===== config.mk =====
export PLATFORM = sky130hd
export DESIGN_NAME = eight_bit_risc_execute
export DESIGN_NICKNAME = d
export VERILOG_FILES = /design/src/rtl/core/ebrx_pkg.sv /design/src/rtl/core/ebrx_alu.sv /design/src/rtl/core/eight_bit_risc_execute.sv
export SDC_FILE = /design/constraint.sdc
export NUM_CORES = 2
export LEC_CHECK = 0
export CORE_ASPECT_RATIO = 1.5
export CORE_MARGIN = 1
export CORE_UTILIZATION = 45
export CTS_CLUSTER_SIZE = 8
export DETAILED_ROUTE_END_ITERATION = 8
export DONT_BUFFER_PORTS = 1
export SLEW_MARGIN = 30
export SYNTH_ARGS = -nofsm -noshare
export SYNTH_HDL_FRONTEND = slang
export SYNTH_SLANG_ARGS = --single-unit

===== constraint.sdc =====
create_clock -name clk -period 8.73 [get_ports clk]
set_input_delay 0.873 -clock clk [delete_from_list [all_inputs] [get_ports clk]]
set_output_delay 0.873 -clock clk [all_outputs]
set_load 0.02 [all_outputs]

===== src/rtl/core/ebrx_pkg.sv =====
`default_nettype none

package ebrx_pkg;

	// operation codes, codes twelve to fifteen only advance the pc
	typedef enum logic [3:0] {
		OP_ADD  = 4'd0,
		OP_SUB  = 4'd1,
		OP_MUL  = 4'd2,
		OP_MOVI = 4'd3,
		OP_BEQZ = 4'd4,
		OP_ANDI = 4'd5,
		OP_EOR  = 4'd6,
		OP_BR   = 4'd7,
		OP_SAL  = 4'd8,
		OP_SAR  = 4'd9,
		OP_LDR  = 4'd10,
		OP_STR  = 4'd11
	} op_t;

	localparam int unsigned DATA_W  = 8;
	localparam int unsigned FLAGS_W = 5;
	localparam int unsigned IDX_W   = 6;

	// status flag bit positions
	localparam int unsigned FLAG_Z = 0;
	localparam int unsigned FLAG_S = 1;
	localparam int unsigned FLAG_N = 2;
	localparam int unsigned FLAG_V = 3;
	localparam int unsigned FLAG_C = 4;

	// execute unit result toward writeback
	typedef struct packed {
		logic [DATA_W-1:0]  result;
		logic               wr_reg;
		logic               set_flags;
		logic [FLAGS_W-1:0] flags;
	} alu_out_t;

endpackage

`default_nettype wire


===== src/rtl/core/ebrx_alu.sv =====
`default_nettype none

module ebrx_alu
	import ebrx_pkg::*;
(
	input  var op_t                op,
	input  wire logic [DATA_W-1:0] a,
	input  wire logic [DATA_W-1:0] b,
	input  wire logic [DATA_W-1:0] imm8,
	input  wire logic [DATA_W-1:0] mdata,
	output alu_out_t               res
);

	logic [DATA_W:0]     w9;
	logic [2*DATA_W-1:0] prod;
	logic [3*DATA_W-1:0] sh;
	logic [DATA_W-1:0]   r;
	logic                v;
	logic                c;

	// operation select and flag generation
	always_comb begin
		w9   = '0;
		prod = '0;
		sh   = '0;
		r    = '0;
		v    = 1'b0;
		c    = 1'b0;
		res  = '0;
		unique case (op)
			OP_ADD: begin
				w9 = {1'b0, a} + {1'b0, b};
				r  = w9[DATA_W-1:0];
				v  = ~(a[DATA_W-1] ^ b[DATA_W-1]) & (a[DATA_W-1] ^ r[DATA_W-1]);
				c  = w9[DATA_W];
				res.wr_reg    = 1'b1;
				res.set_flags = 1'b1;
			end
			OP_SUB: begin
				w9 = {1'b0, a} - {1'b0, b};
				r  = w9[DATA_W-1:0];
				v  = (a[DATA_W-1] ^ b[DATA_W-1]) & (a[DATA_W-1] ^ r[DATA_W-1]);
				c  = w9[DATA_W];
				res.wr_reg    = 1'b1;
				res.set_flags = 1'b1;
			end
			OP_MUL: begin
				prod = {{DATA_W{1'b0}}, a} * {{DATA_W{1'b0}}, b};
				r    = prod[DATA_W-1:0];
				c    = prod[DATA_W];
				res.wr_reg    = 1'b1;
				res.set_flags = 1'b1;
			end
			OP_MOVI: begin
				r = imm8;
				res.wr_reg = 1'b1;
			end
			OP_ANDI: begin
				r = a & imm8;
				res.wr_reg    = 1'b1;
				res.set_flags = 1'b1;
			end
			OP_EOR: begin
				r = a ^ b;
				res.wr_reg    = 1'b1;
				res.set_flags = 1'b1;
			end
			OP_SAL: begin
				// amounts of sixteen and up clear everything including carry
				sh = {{(2*DATA_W){1'b0}}, a} << imm8[3:0];
				if (imm8[7:4] == 4'd0) begin
					r = sh[DATA_W-1:0];
					c = sh[DATA_W];
				end
				res.wr_reg    = 1'b1;
				res.set_flags = 1'b1;
			end
			OP_SAR: begin
				// amounts of eight and up fill with the sign
				if (imm8[7:3] != 5'd0) begin
					r = {DATA_W{a[DATA_W-1]}};
				end else begin
					r = DATA_W'($signed(a) >>> imm8[2:0]);
				end
				res.wr_reg    = 1'b1;
				res.set_flags = 1'b1;
			end
			OP_LDR: begin
				r = mdata;
				res.wr_reg = 1'b1;
			end
			default: begin
			end
		endcase
		res.result        = r;
		res.flags[FLAG_Z] = (r == '0);
		res.flags[FLAG_N] = r[DATA_W-1];
		res.flags[FLAG_V] = v;
		res.flags[FLAG_C] = c;
		res.flags[FLAG_S] = r[DATA_W-1] ^ v;
	end

endmodule

`default_nettype wire


===== src/rtl/core/eight_bit_risc_execute.sv =====
`default_nettype none

// Execute stage of a small 8-bit processor with 64 registers and a 64-byte
// data store. Each input item is one decoded instruction (op_code, dest_reg,
// operand, imm_negative); each yields exactly one output item with the new
// pc, the status flags, the destination register value and a branch mark.
// Input items are taken on in_valid with in_stall low, output items leave on
// out_valid with out_stall low.
// The accept edge issues the register file and data store reads; the
// execute stage then executes, writes back and loads the output register,
// from which the item leaves on out_valid. Throughput is one item per
// cycle while out_stall stays low, set by the single write port of each
// memory; a result written at the same edge as the next item's read is
// forwarded to that item.
// Reset clears pc, flags and the valid bits of both memories, so every
// register and data byte reads as zero until written; no clearing pass.
// While out_stall holds a waiting output item, the execute stage holds its
// item and in_stall rises once that stage is also full; nothing is dropped.
module eight_bit_risc_execute
	import ebrx_pkg::*;
#(
	parameter int unsigned PROGRAM_WORDS = 1024
) (
	input  wire logic              clk,
	input  wire logic              arst_n,
	input  wire logic              in_valid,
	output logic                   in_stall,
	input  wire logic [3:0]        op_code,
	input  wire logic [IDX_W-1:0]  dest_reg,
	input  wire logic [IDX_W-1:0]  operand,
	input  wire logic              imm_negative,
	output logic                   out_valid,
	input  wire logic              out_stall,
	output logic [9:0]             next_pc,
	output logic [FLAGS_W-1:0]     status_flags,
	output logic signed [DATA_W-1:0] reg_value,
	output logic                   branch_taken
);

	localparam int unsigned PW        = $clog2(PROGRAM_WORDS);
	localparam int unsigned MW        = PW + 9;
	localparam int unsigned MOD_STEPS = 4;
	localparam int unsigned ENTRIES   = 64;

	// byte reduced modulo the program size, restoring steps
	function automatic logic [PW-1:0] mod_prog(input logic [7:0] x);
		logic [MW-1:0] rem;
		logic [MW-1:0] sub;
		rem = MW'(x);
		for (int k = MOD_STEPS - 1; k >= 0; k--) begin
			sub = MW'(PROGRAM_WORDS) << k;
			if (rem >= sub) begin
				rem = rem - sub;
			end
		end
		return rem[PW-1:0];
	endfunction

	// handshake and stage control
	logic valid_s1_q;
	logic out_valid_q;
	logic s1_adv;
	logic s1_fire;
	logic in_acc;

	// stage 1 item
	logic [3:0]       op_s1;
	logic [IDX_W-1:0] rd_s1;
	logic [IDX_W-1:0] opd_s1;
	logic             neg_s1;

	// memories and their valid bits
	logic [DATA_W-1:0]  rf_mem [ENTRIES];
	logic [DATA_W-1:0]  ds_mem [ENTRIES];
	logic [ENTRIES-1:0] rf_vld_q;
	logic [ENTRIES-1:0] ds_vld_q;

	// read data and forwarding
	logic [DATA_W-1:0] rf_a_s1;
	logic [DATA_W-1:0] rf_b_s1;
	logic [DATA_W-1:0] ds_s1;
	logic              rfv_a_s1;
	logic              rfv_b_s1;
	logic              dsv_s1;
	logic              fwd_a_s1;
	logic              fwd_b_s1;
	logic              fwd_m_s1;
	logic [DATA_W-1:0] fwd_rdata_s1;
	logic [DATA_W-1:0] fwd_mdata_s1;

	// architectural state
	logic [PW-1:0]      pc_q;
	logic [FLAGS_W-1:0] flags_q;

	// execute signals
	op_t               op_e;
	logic [DATA_W-1:0] a_val;
	logic [DATA_W-1:0] b_val;
	logic [DATA_W-1:0] m_val;
	logic [DATA_W-1:0] imm8;
	alu_out_t          res;
	logic              is_str;
	logic [PW-1:0]     pc_inc;
	logic [PW-1:0]     pc_new;
	logic [PW-1:0]     off;
	logic [PW:0]       sum;
	logic [PW:0]       diff;
	logic              taken;
	logic [PW+9:0]     pc_ext;

	// output register
	logic [9:0]         next_pc_q;
	logic [FLAGS_W-1:0] flags_out_q;
	logic [DATA_W-1:0]  reg_value_q;
	logic               taken_q;

	// handshake
	assign s1_adv   = !out_valid_q || !out_stall;
	assign s1_fire  = valid_s1_q && s1_adv;
	assign in_stall = valid_s1_q && !s1_adv;
	assign in_acc   = in_valid && !in_stall;

	always_ff @(posedge clk or negedge arst_n) begin
		if (!arst_n) begin
			valid_s1_q  <= 1'b0;
			out_valid_q <= 1'b0;
		end else begin
			if (in_acc) begin
				valid_s1_q <= 1'b1;
			end else if (s1_adv) begin
				valid_s1_q <= 1'b0;
			end
			if (s1_adv) begin
				out_valid_q <= valid_s1_q;
			end
		end
	end

	// stage 1 item capture
	always_ff @(posedge clk) begin
		if (in_acc) begin
			op_s1  <= op_code;
			rd_s1  <= dest_reg;
			opd_s1 <= operand;
			neg_s1 <= imm_negative;
		end
	end

	// operand values with forwarding and unwritten entries as zero
	assign a_val = fwd_a_s1 ? fwd_rdata_s1 : (rfv_a_s1 ? rf_a_s1 : '0);
	assign b_val = fwd_b_s1 ? fwd_rdata_s1 : (rfv_b_s1 ? rf_b_s1 : '0);
	assign m_val = fwd_m_s1 ? fwd_mdata_s1 : (dsv_s1 ? ds_s1 : '0);
	assign op_e  = op_t'(op_s1);
	assign imm8  = neg_s1 ? (8'd0 - {2'b00, opd_s1}) : {2'b00, opd_s1};
	assign is_str = (op_e == OP_STR);

	ebrx_alu u_alu (
		.op    (op_e),
		.a     (a_val),
		.b     (b_val),
		.imm8  (imm8),
		.mdata (m_val),
		.res   (res)
	);

	// register file: two reads, one write; data store: one read, one write
	always_ff @(posedge clk) begin
		if (in_acc) begin
			rf_a_s1 <= rf_mem[dest_reg];
			rf_b_s1 <= rf_mem[operand];
			ds_s1   <= ds_mem[operand];
		end
		if (s1_fire && res.wr_reg) begin
			rf_mem[rd_s1] <= res.result;
		end
		if (s1_fire && is_str) begin
			ds_mem[opd_s1] <= a_val;
		end
	end

	// valid bits and forwarding marks
	always_ff @(posedge clk or negedge arst_n) begin
		if (!arst_n) begin
			rf_vld_q <= '0;
			ds_vld_q <= '0;
			rfv_a_s1 <= 1'b0;
			rfv_b_s1 <= 1'b0;
			dsv_s1   <= 1'b0;
			fwd_a_s1 <= 1'b0;
			fwd_b_s1 <= 1'b0;
			fwd_m_s1 <= 1'b0;
		end else begin
			if (in_acc) begin
				rfv_a_s1 <= rf_vld_q[dest_reg];
				rfv_b_s1 <= rf_vld_q[operand];
				dsv_s1   <= ds_vld_q[operand];
				fwd_a_s1 <= s1_fire && res.wr_reg && (rd_s1 == dest_reg);
				fwd_b_s1 <= s1_fire && res.wr_reg && (rd_s1 == operand);
				fwd_m_s1 <= s1_fire && is_str && (opd_s1 == operand);
			end
			if (s1_fire && res.wr_reg) begin
				rf_vld_q[rd_s1] <= 1'b1;
			end
			if (s1_fire && is_str) begin
				ds_vld_q[opd_s1] <= 1'b1;
			end
		end
	end

	always_ff @(posedge clk) begin
		if (in_acc) begin
			fwd_rdata_s1 <= res.result;
			fwd_mdata_s1 <= a_val;
		end
	end

	// next pc
	always_comb begin
		pc_inc = (pc_q == PW'(PROGRAM_WORDS - 1)) ? '0 : pc_q + 1'b1;
		off    = mod_prog({2'b00, opd_s1});
		sum    = {1'b0, pc_inc} + {1'b0, off};
		diff   = {1'b0, pc_inc} - {1'b0, off};
		pc_new = pc_inc;
		taken  = 1'b0;
		unique case (op_e)
			OP_BEQZ: begin
				if (a_val == '0) begin
					taken = 1'b1;
					if (neg_s1) begin
						pc_new = diff[PW] ? PW'(diff + (PW+1)'(PROGRAM_WORDS)) : diff[PW-1:0];
					end else begin
						pc_new = (sum >= (PW+1)'(PROGRAM_WORDS)) ?
							PW'(sum - (PW+1)'(PROGRAM_WORDS)) : sum[PW-1:0];
					end
				end
			end
			OP_BR: begin
				taken  = 1'b1;
				pc_new = mod_prog(a_val | b_val);
			end
			default: begin
			end
		endcase
		pc_ext = {10'd0, pc_new};
	end

	// architectural state update
	always_ff @(posedge clk or negedge arst_n) begin
		if (!arst_n) begin
			pc_q    <= '0;
			flags_q <= '0;
		end else if (s1_fire) begin
			pc_q <= pc_new;
			if (res.set_flags) begin
				flags_q <= res.flags;
			end
		end
	end

	// output register
	always_ff @(posedge clk) begin
		if (s1_fire) begin
			next_pc_q   <= pc_ext[9:0];
			flags_out_q <= res.set_flags ? res.flags : flags_q;
			reg_value_q <= res.wr_reg ? res.result : a_val;
			taken_q     <= taken;
		end
	end

	assign out_valid    = out_valid_q;
	assign next_pc      = next_pc_q;
	assign status_flags = flags_out_q;
	assign reg_value    = $signed(reg_value_q);
	assign branch_taken = taken_q;

	// checks
	a_stall_only_full: assert property (@(posedge clk) disable iff (!arst_n)
		in_stall |-> valid_s1_q)
		else $error("input stalled with empty execute stage");

	a_state_holds: assert property (@(posedge clk) disable iff (!arst_n)
		(out_valid && out_stall) |=> ($stable(pc_q) && $stable(flags_q)))
		else $error("state changed while output stalled");

	a_exec_to_out: assert property (@(posedge clk) disable iff (!arst_n)
		s1_fire |=> out_valid)
		else $error("executed item did not reach output");

	a_drain: assert property (@(posedge clk) disable iff (!arst_n)
		(out_valid && !out_stall && !valid_s1_q) |=> !out_valid)
		else $error("output item repeated");

endmodule

`default_nettype wire


* Word-level counts from Yosys, hierarchy flattened *
Memories as Yosys holds them, arrays and structs flattened. A register that Yosys moved wholly into a read port is not among the register bits.
Cells that the tools add are included.

operators by class
  reductions and logical operators = 23
  equality and inequality tests = 15
  bitwise logic cells = 12
  shift-type cells = 2
  magnitude comparators = 7
  multipliers = 1
  $add $sub $neg = 8
  multiplexer cells = 41

operator list
  operator                                                                             number
  64-bit bitwise OR                                                                    2
  8-bit 2-to-1 mux                                                                     10
  8-bit case mux with 9 select lines                                                   1
  10-bit 2-to-1 mux                                                                    5
  6-bit by 7-bit less-than comparator with 1-bit output, second input constant         4
  10-bit by 1-bit adder with 10-bit output, second input constant                      2
  10-bit case mux with 2 select lines                                                  1
  1-bit binary-select mux with 6-bit select                                            3
  6-bit equality test                                                                  3
  4-bit by 3-bit equality test with 1-bit output, second input constant                4
  4-bit equality test, second input constant                                           4
  8-bit logical NOT                                                                    2
  1-bit 2-to-1 mux                                                                     15
  1-bit demux with 6-bit select                                                        2
  6-bit by 1-bit greater-or-equal comparator with 1-bit output, second input constant  2
  10-bit by 6-bit adder with 11-bit output                                             1
  11-bit greater-or-equal comparator, second input constant                            1
  10-bit by 6-bit subtractor with 11-bit output                                        1
  10-bit equality test, second input constant                                          1
  1-bit logical AND                                                                    10
  10-bit by 1-bit subtractor with 10-bit output, second input constant                 1
  8-bit by 8-bit adder with 9-bit output                                               1
  8-bit by 8-bit multiplier with 9-bit output                                          1
  9-bit OR reduction                                                                   1
  21 further kinds                                                                     31

storage, ports and cells
  logic and storage cells = 133
  bits of input ports = 21
  memories kept = 2
  RAM bits = 1024
  register bits = 208
  output and inout bits = 26

memories
  name    depth  width  rd ports  clocked after Yosys merged registers in  write ports  line                          RTL
  ds_mem  64     8      1         1                                        1            eight_bit_risc_execute.sv:74  logic [DATA_W-1:0] ds_mem [ENTRIES];
  rf_mem  64     8      2         2                                        1            eight_bit_risc_execute.sv:73  logic [DATA_W-1:0] rf_mem [ENTRIES];

* Longest topological paths before layout *
  depth in word-level cells = 8
  mapped depth = 22
  mapped depth without buffers = 20

* Modules after synthesis *
Synthesis repeated with hierarchy kept, for this count alone.

unflattened totals
  cell total of the unflattened synthesis = 2963
  area, all modules = 56897.1 µm²

by module, submodules not included
  module                  sequential area each (µm²)  area an instance (µm²)  cells each  instances
  eight_bit_risc_execute  36960.4                     53914.2                 2563        1
  ebrx_alu                0.0                         2982.9                  400         1

* Least setup slack after synthesis *
No wires, ideal clock.

  path kind = reg2reg
  start = register fwd_a_s1
  end = register flags_q[2]
  period minus slack after synthesis = 6636 ps
  cell stages (with the launch flop) = 22
  arrival = 6511 ps
  library setup time = 125 ps
  required time = 8605 ps
  buffers on the path = 1
  path slack = 2094 ps
  path through = dfrtp_1 buf_2 nand3b_1 nand2_1 ha_1 inv_1 fa_1 inv_1 fa_1 ha_1 inv_1 fa_1 inv_1 ha_1 a21o_1 a21oi_1 nor3_1 o31a_1 nor3_1 nand4_2 mux2_2 mux2_2

RTL lines
  item                    line                           RTL
  start, declared         eight_bit_risc_execute.sv:85   logic fwd_a_s1;
  start signal, assigned  eight_bit_risc_execute.sv:197  fwd_a_s1 <= s1_fire && res.wr_reg && (rd_s1 == dest_reg);
  end signal, assigned    eight_bit_risc_execute.sv:255  flags_q <= res.flags;
  end, declared           eight_bit_risc_execute.sv:93   logic [FLAGS_W-1:0] flags_q;

==> results.txt <==
status - complete, no violations
layout cell share with drive strength beyond 1 - 0.333
P_int - 11.3 mW
Worst slew margin - 0.267
number of DRC markers in iteration 0 - 2,672
Total Die Area - 128,000 sq um
CP Capture Type - flop
drt via density - 6.28
Net Sw Frac - 0.244
Detail Route Antenna Nets - 0
Crit Path Class - flop to flop
Initial Util - 0.454
Pwr Total - 15.0 mW
first-pass GRT wire length - 228 mm
Yosys warning count - 0
Hold/Removal Path Class - input pin to flop
Clock transition at path regs - 0.05 ns
Synth-to-Final Area Change - 12.4%
Final Slew Violations - 0
Seq/Total Area, Yosys - 0.649
Hold Path End - valid_s1_q$_DFFE_PN0P_
global route hottest layer - met2
worst reg2reg path depth - 20
Required @ worst endpoint - 9.35 ns
routed length per instance - 32.8 um
gr usage total - 0.250
CTS Buf Count - 175
crit path DAT - 7.50 ns
largest net degree at the start of global routing - 292
mapped cell area - 56,900 sq um
hold_ws - 0.172 ns
dpl hpwl - 97.2 mm
Post-synth EDFFs - 1,105
Max Fclk - 145 MHz
RSZ-0062 raised after global routing - no
fin crit period - 6.88 ns
Clock power frac - 0.421
worst-skew pair later-pin latency - 0.81 ns
die span in y - 438 um
Setup-failing EPs final - 0
r2r endpoint - flags_q[2]$_DFFE_PN0P_
number of global-route vias before repair - 32.0k
floorplan row count - 159
post-synthesis net count - 3,077
Most used DFF post-synth - edfxtp_1
worst slew pin tran - 1.10 ns
H-tree depth - 4
final hold violations - 0
post-synthesis async set-or-reset flop share - 0.120
Final TNS setup - 0 ns
Synth cell types - 78
total gr overflow - 0
initial antenna violation count - 8
Die Span X - 292 um
Resized cells post-CTS - 0
Layout Cells excl Fill - 4,784
DRC - 0
sequential power share - 0.472
drt total wl - 157 mm
flops & latches, synth - 1,256
Max FO, Critical Path - 70
Longest Clk Path Bufs - 3
fillers - 10.0k
Finished Cell Area - 64,000 sq um
P_leak - 21.8 nW
dpl cell area - 58,800 sq um
I/O Buffers - 0
Pwr Density - 234 nW/um^2
min-delay src - in_valid
Comb power frac - 0.107
Final GP Congestion - 0.908
Clock Skew - 0.0673 ns
launch point of the worst reg-to-reg path - fwd_a_s1$_DFFE_PN0P_
I/O pin cnt - 47
setup ws final - 1.85 ns
area of the multi-input gates - 19,100 sq um
CTS tree - built
global routing usage on met3 - 0.0400
Peak VDD IR - 223 uV
flop2flop setup slack - 1.85 ns
core area - 125,000 sq um
drt pass-1 iters - 6
vias - 30.0k
met2 usage - 0.447
Avg Cell Area, Syn - 19.1 sq um
post-layout util - 0.511
GR Util met1 - 0.290
MaxCap Viol Count - 0
crit path launch type - flop
Min-Delay Path Depth - 1
dpl ws - 1.49 ns
Synth Instances - 2,983
NumNets Final - 3,148
NetSw - 3.65 mW
cell count after placement - 4,483
sequential cell area - 37,000 sq um
Final period util - 0.788
clock sink count - 1,256
Root Buffer - clkbuf_16
[final cells by class]
type                       instances  area share
antenna                            5    0.000195
clock buffer                     276      0.0745
clock inverter                    16     0.00475
inverter                          71     0.00424
multi-input combinational       1475       0.298
sequential                      1256       0.577
tap                             1610      0.0315
timing repair buffer              75     0.00977
[worst max-delay path: stages (launching register included)]
cell and delay [ns]:
dfrtp_1 0.55, nand3b_1 0.31, nand2_2 0.18, buf_4 0.60, clkinv_1 0.52, nor2_1 0.23
ha_1 0.25, ha_1 0.29, inv_1 0.05, fa_1 0.47, inv_1 0.04, ha_1 0.21
fa_1 0.47, a21o_1 0.20, a21oi_1 0.20, nor3_1 0.08, o31a_1 0.33, nor3_1 0.34
nand4_4 0.57, mux2_2 0.54, mux2_2 0.27
[layer usage]
layer	wire length, um	vias up
li1	-	12396
met1	55900	16180
met2	84600	1108
met3	7860	346
met4	8340	12
met5	127	-
[cell usage in the layout (no fill, tap or decap), types with 16 or more instances in the layout]
master	count
nor3_1	23
edfxtp_1	1105
mux4_2	575
buf_4	71
inv_1	58
nor2_2	38
clkbuf_16	175
a21oi_1	40
nand3b_1	22
clkbuf_1	100
nand2_1	79
dfrtp_1	151
mux2_2	16
fa_1	21
nor2_1	152
xor2_1	20
ha_1	52
nand3_1	34
or2_2	130
xnor2_1	37
nor2b_1	16
o21ai_0	26
[power groups by stage]
stage	logic, mW	clock network, mW	registers, mW
4_1_cts	1.60	6.40	7.06
2_1_floorplan	1.17	0	7.11
6_report	1.60	6.30	7.06
3_5_place_dp	1.57	0	7.18
3_3_place_gp	1.53	0	7.17
5_1_grt	1.69	6.64	7.08
[cell usage after synthesis (all sizes together), types with 23 or more instances]
master  instances  share of area
edfxtp       1105           0.58
mux4          575           0.23
nor2          190          0.013
dfrtp         151          0.066
or2           130          0.014
clkbuf        108         0.0071
nand2          84         0.0055
buf            73         0.0066
inv            70         0.0046
ha             52          0.011
a21oi          42         0.0041
xnor2          37         0.0057
nand3          34         0.0030
o21ai          28         0.0025
nor3           23         0.0020
[worst max-delay path by stage]
| stage | from | slack, ns | cells after the start | endpoint |
|---|---|---|---|---|
| finish | fwd_a_s1$_DFFE_PN0P_ | 1.85 | 20 | flags_q[2]$_DFFE_PN0P_ |
| global route | fwd_a_s1$_DFFE_PN0P_ | 1.53 | 20 | flags_q[2]$_DFFE_PN0P_ |
| CTS | fwd_a_s1$_DFFE_PN0P_ | 1.42 | 20 | flags_q[2]$_DFFE_PN0P_ |
| detailed placement | fwd_a_s1$_DFFE_PN0P_ | 1.49 | 20 | flags_q[2]$_DFFE_PN0P_ |
| global placement | fwd_a_s1$_DFFE_PN0P_ | 1.71 | 19 | rf_mem[60][6]$_DFFE_PP_ |
| floorplan | fwd_a_s1$_DFFE_PN0P_ | 2.09 | 21 | flags_q[2]$_DFFE_PN0P_ |
[flip-flops by register name (all words and copies together), names as in the netlist, 10 cells and up]
signal / count
ds_mem: 512
ds_vld_q: 64
next_pc: 10
pc_q: 10
rf_mem: 512
rf_vld_q: 64
[what timing repair did]
item,4_1_cts,5_1_grt
endpoints found under the hold margin,151,41
setup buffers,0,0
setup endpoints to repair,0,0
hold buffers,1,1
[kinds of logic after synthesis]
kind of cell,after synthesis,share of synthesized area
AND/OR/NAND/NOR,566,0.0502
multiplexers,598,0.232
flip-flops,1256,0.649
buffers and inverters,252,0.0184
AO/OA/AOI/OAI,179,0.0222
XOR/XNOR,59,0.00956
adder cells (fa/ha/maj),73,0.0188
No activity file was read; power rests on OpenSTA's default activity.
